## src/design/assert_macros.svh

```systemverilog
// ----------------------------------------------------------------------------
// assert_macros.svh
// shared concurrent assertion macros, clocked on a rising edge with an
// active-low reset that disables the check
// ----------------------------------------------------------------------------
`ifndef ASSERT_MACROS_SVH
`define ASSERT_MACROS_SVH

// same-cycle implication
`define TRT_ASSERT_IMP(name, clk, rstn, ante, cons, msg) \
    name: assert property (@(posedge clk) disable iff (!(rstn)) (ante) |-> (cons)) \
        else $error(msg);

// next-cycle implication
`define TRT_ASSERT_NXT(name, clk, rstn, ante, cons, msg) \
    name: assert property (@(posedge clk) disable iff (!(rstn)) (ante) |=> (cons)) \
        else $error(msg);

`endif

```

## src/design/trt_pkg.sv

```systemverilog
// ----------------------------------------------------------------------------
// trt_pkg
// types, constants and beat layouts of the transaction reservation table
// ----------------------------------------------------------------------------
package trt_pkg;

    // default sizing
    localparam int TABLE_COUNT_DEF = 4;
    localparam int KEY_BITS_DEF    = 10;
    localparam int TID_BITS_DEF    = 32;

    // fixed field widths on the stream ports
    localparam int TABLE_IDX_W = 2;
    localparam int KEY_IDX_W   = 10;
    localparam int TXN_ID_W    = 32;

    // input beat layout
    localparam int S_TDATA_W   = 48;
    localparam int S_TUSER_W   = 2;
    localparam int S_TABLE_LSB = 0;
    localparam int S_KEY_LSB   = S_TABLE_LSB + TABLE_IDX_W;
    localparam int S_TXN_LSB   = S_KEY_LSB + KEY_IDX_W;
    localparam int S_USER_REQ  = 0;
    localparam int S_USER_WR   = 1;

    // output beat layout
    localparam int FLAG_W      = 3;
    localparam int M_TDATA_W   = 8;
    localparam int M_TUSER_W   = 1;

    // bit positions in the dependency flag vector
    localparam int FLAG_WAW = 0;
    localparam int FLAG_WAR = 1;
    localparam int FLAG_RAW = 2;

    // request kinds
    localparam logic REQ_RESERVE = 1'b0;
    localparam logic REQ_ANALYZE = 1'b1;

    typedef struct packed {
        logic                   req_type;
        logic                   is_write;
        logic [TABLE_IDX_W-1:0] table_index;
        logic [KEY_IDX_W-1:0]   key_index;
        logic [TXN_ID_W-1:0]    txn_id;
        logic                   last_access;
    } req_t;

    typedef enum logic [1:0] {
        ST_CLEAR,
        ST_IDLE,
        ST_EXEC
    } state_t;

    typedef struct packed {
        logic clear_step;
        logic capture;
        logic execute;
    } cmd_t;

    typedef struct packed {
        logic clear_last;
        logic stall;
    } status_t;

endpackage

```

## src/design/trt_ctrl.sv

```systemverilog
// ----------------------------------------------------------------------------
// trt_ctrl
// sequencer: clearing pass after reset, then capture and execute per access
// ----------------------------------------------------------------------------
module trt_ctrl (
    input  logic             aclk,
    input  logic             aresetn,
    input  logic             s_tvalid,
    output logic             s_tready,
    input  trt_pkg::status_t status,
    output trt_pkg::cmd_t    cmd
);

    trt_pkg::state_t state_reg, state_next;

    always_ff @(posedge aclk) begin
        if (!aresetn) begin
            state_reg <= trt_pkg::ST_CLEAR;
        end else begin
            state_reg <= state_next;
        end
    end

    always_comb begin
        state_next = state_reg;
        cmd        = '0;
        s_tready   = 1'b0;
        case (state_reg)
            trt_pkg::ST_CLEAR: begin
                cmd.clear_step = 1'b1;
                if (status.clear_last) begin
                    state_next = trt_pkg::ST_IDLE;
                end
            end
            trt_pkg::ST_IDLE: begin
                s_tready    = 1'b1;
                cmd.capture = s_tvalid;
                if (s_tvalid) begin
                    state_next = trt_pkg::ST_EXEC;
                end
            end
            trt_pkg::ST_EXEC: begin
                // hold while the result register is still occupied
                if (!status.stall) begin
                    cmd.execute = 1'b1;
                    state_next  = trt_pkg::ST_IDLE;
                end
            end
            default: begin
                state_next = trt_pkg::ST_CLEAR;
            end
        endcase
    end

endmodule

```

## config.mk

```make
export PLATFORM = sky130hd
export DESIGN_NAME = trt_ctrl
export DESIGN_NICKNAME = d
export VERILOG_FILES = /design/src/design/assert_macros.svh /design/src/design/trt_pkg.sv /design/src/design/trt_ctrl.sv
export SDC_FILE = /design/constraint.sdc
export NUM_CORES = 1
export LEC_CHECK = 0
export BUFFER_PORTS_ARGS = -buffer_cell sky130_fd_sc_hd__buf_4
export CORE_AREA = 4 4 41 43
export CTS_BUF_LIST = sky130_fd_sc_hd__clkbuf_4 sky130_fd_sc_hd__clkbuf_8 sky130_fd_sc_hd__clkbuf_16
export DETAILED_ROUTE_END_ITERATION = 10
export DIE_AREA = 0 0 45 47
export PLACE_DENSITY = 0.3
export SLEW_MARGIN = 20
export SYNTH_ARGS = -nofsm -noshare
export SYNTH_HDL_FRONTEND = slang
export SYNTH_SLANG_ARGS = --single-unit
```

## constraint.sdc

```tcl
create_clock -name aclk -period 1.4 [get_ports aclk]
set_input_delay 0.07 -clock aclk [delete_from_list [all_inputs] [get_ports aclk]]
set_output_delay 0.07 -clock aclk [all_outputs]
set_load 0.05 [all_outputs]
```

==> qor.csv <==
stage,metric,value,unit
clock_tree,cts_resized,0,
placed_design,dp_hpwl,252,µm
final_layout,syn2layout_area_growth,86.2,%
final_layout,antenna_cells,0,
final_layout,largest_register_ffs,2,
power,ir_worst_vdd,0.371,mV
setup_path,cp_max_fo,7,
floorplanning,die_area,2120,µm²
sta,whs,0.0691,ns
synthesis,synth_top_area_cell,dfxtp_1,
setup_path,setup.worst_path.start_class,flop,
global_routing,grt_max_degree,8,
setup_path,critPathSlowestCell,dfxtp_1,
floorplanning,die-width,45,µm
clock_tree,ctsRootBufferMaster,clkbuf_4,
clock_tree,ctsHtreeMaxLevel,1,
clock_tree,hold_buffers,0,
clock_tree,post_cts_buffers,0,
routing,drt_iter0_drc,1,
final_layout,final_cell_mix,"buf_4, nor2b_1, clkbuf_4",
global_routing,track_usage,0.0371,
run_status,outcome,"finished, final reports clean",
sta,min_period,1.23,ns
sta,tightest_slew,0.197,ns
setup_path,r2r_slack,0.48,ns
clock_tree,clk_pin_slew,0.03,ns
synthesis,ys_ff_latch,2,
setup_path,cp_num_buf_inv,1,
global_routing,first_global_vias,141,
synthesis,synth_cells,12,
setup_path,path_cells,nor2b_4 -> nor2b_1 -> buf_4,
global_routing,grt_overflow_total,0,
clock_tree,numClockSinks,2,
setup_path,crit_type,flop to primary output,
floorplanning,core,1300,µm²
power,p_per_area,1220,nW/µm²
synthesis,syn_nets,17,
sta,setup_viol,0,
clock_tree,cts_buffers,3,
synthesis,avgSynthCellArea,9.80,µm²
clock_tree,clockBufferDepth,2,
synthesis,synth_area,118,µm²
power,leakage,0.104,nW
sta,rsz0062_at_grt,false,
final_layout,final_util,0.168,
min_path,hold_class,primary input to flop,
setup_path,critPathCaptureType,primary output,
synthesis,synth.distinct_cells,9,
placed_design,gp_congestion,0.583,
routing,firstDrtPassIters,4,
synthesis,synth_top_area_share,0.340,
routing,ant_nets,0,
setup_path,path_delay_family,flip-flops,
routing,vias,123,
placed_design,io_buffers,8,
setup_path,crit_arrival,1.16,ns
floorplanning,rows,13,
floorplanning,start_util,0.0904,
sta,max_freq,810,MHz
setup_path,cpPeakStageDelay,0.41,ns
floorplanning,ios,9,
routing,drc,0,
sta,slew_viol_final,0,
routing,routed_via_density,3.24,
synthesis,synth_area_leaders,"dfxtp_1, nor2b_1, nor2b_4, and3b_2, o311a_1",
clock_tree,cts_tree,built,
synthesis,yosys_warnings,0,
global_routing,grt_pass1_wl,524,µm
clock_tree,clock_latency,0.22,ns
floorplanning,die_h,47,µm
final_layout,nNetsFinal,30,
sta,min_period_over_period,0.881,
routing,wire_per_inst,8.34,µm
synthesis,seq_area_frac_synth,0.340,
job,cap_violations,0,
routing,routed_wl,317,µm
global_routing,antenna_found_initial,0,
sta,skew,0.000329,ns
sta,tns,0,ns
setup_path,required,1.33,ns
final_layout,layout_commonest_cell,buf_4,
final_layout,final_layout_size_suffix_gt1_frac,0.565,
sta,relSlewSlack,0.868,
sta,hold_viol,0,
==> logic make-up after synthesis <==
| family | share of synthesized area |
|---|---|
| DFF | 0.340 |
| and+or+nand+nor | 0.468 |
| AOI/OAI and AO/OA | 0.191 |
==> per-layer routing <==
metal	wire length (µm)	GRT usage	share of wire	vias up
met5	0	0	0	-
met4	0	0.0526	0	0
met3	59	0.0153	0.19	0
met2	102	0.0367	0.32	8
met1	155	0.0475	0.49	50
li1	-	-	-	65
==> layout make-up <==
cell class	instances	area, µm²
clock buffer	3	22.5
fill	156	1080
multi-input combinational	10	77.6
sequential	2	40.0
tap	15	18.8
timing repair buffer	8	60.1
==> synthesized netlist by cell type, drive strengths merged <==
| cell | instances |
|---|---|
| nor2b | 4 |
| dfxtp | 2 |
| o311a | 1 |
| nor2 | 1 |
| o21ai | 1 |
| and3b | 2 |
| o21a | 1 |
==> path summary, 6_finish.rpt <==
| path | from | cells past startpoint | end |
|---|---|---|---|
| setup / recovery | state_reg[1] | 3 | cmd[0] |
| hold / removal | aresetn | 2 | state_reg[1] |
| setup reg to reg | state_reg[1] | 2 | state_reg[0] |
| hold reg to reg | state_reg[0] | 1 | state_reg[0] |
==> power by group <==
part / internal, mW / total (mW) / switching, mW
clock network: 0.0943 / 0.124 / 0.0298
logic: 0.0291 / 0.0740 / 0.0449
registers: 0.0619 / 0.0683 / 0.00636
==> metrics by stage <==
| stage | worst slack (ns) | instance area (µm²) | power, mW | cells |
|---|---|---|---|---|
| 6_report | 0.166 | 219 | 0.266 | 38 |
| 3_3_place_gp | 0.424 | 196 | 0.144 | 35 |
| 4_1_cts | 0.159 | 219 | 0.276 | 38 |
| 3_5_place_dp | 0.397 | 196 | 0.143 | 35 |
| 2_1_floorplan | 0.0797 | 118 | 0.116 | 12 |
| 5_1_grt | 0.0719 | 219 | 0.285 | 38 |
No activity file was read; power rests on OpenSTA's default activity.
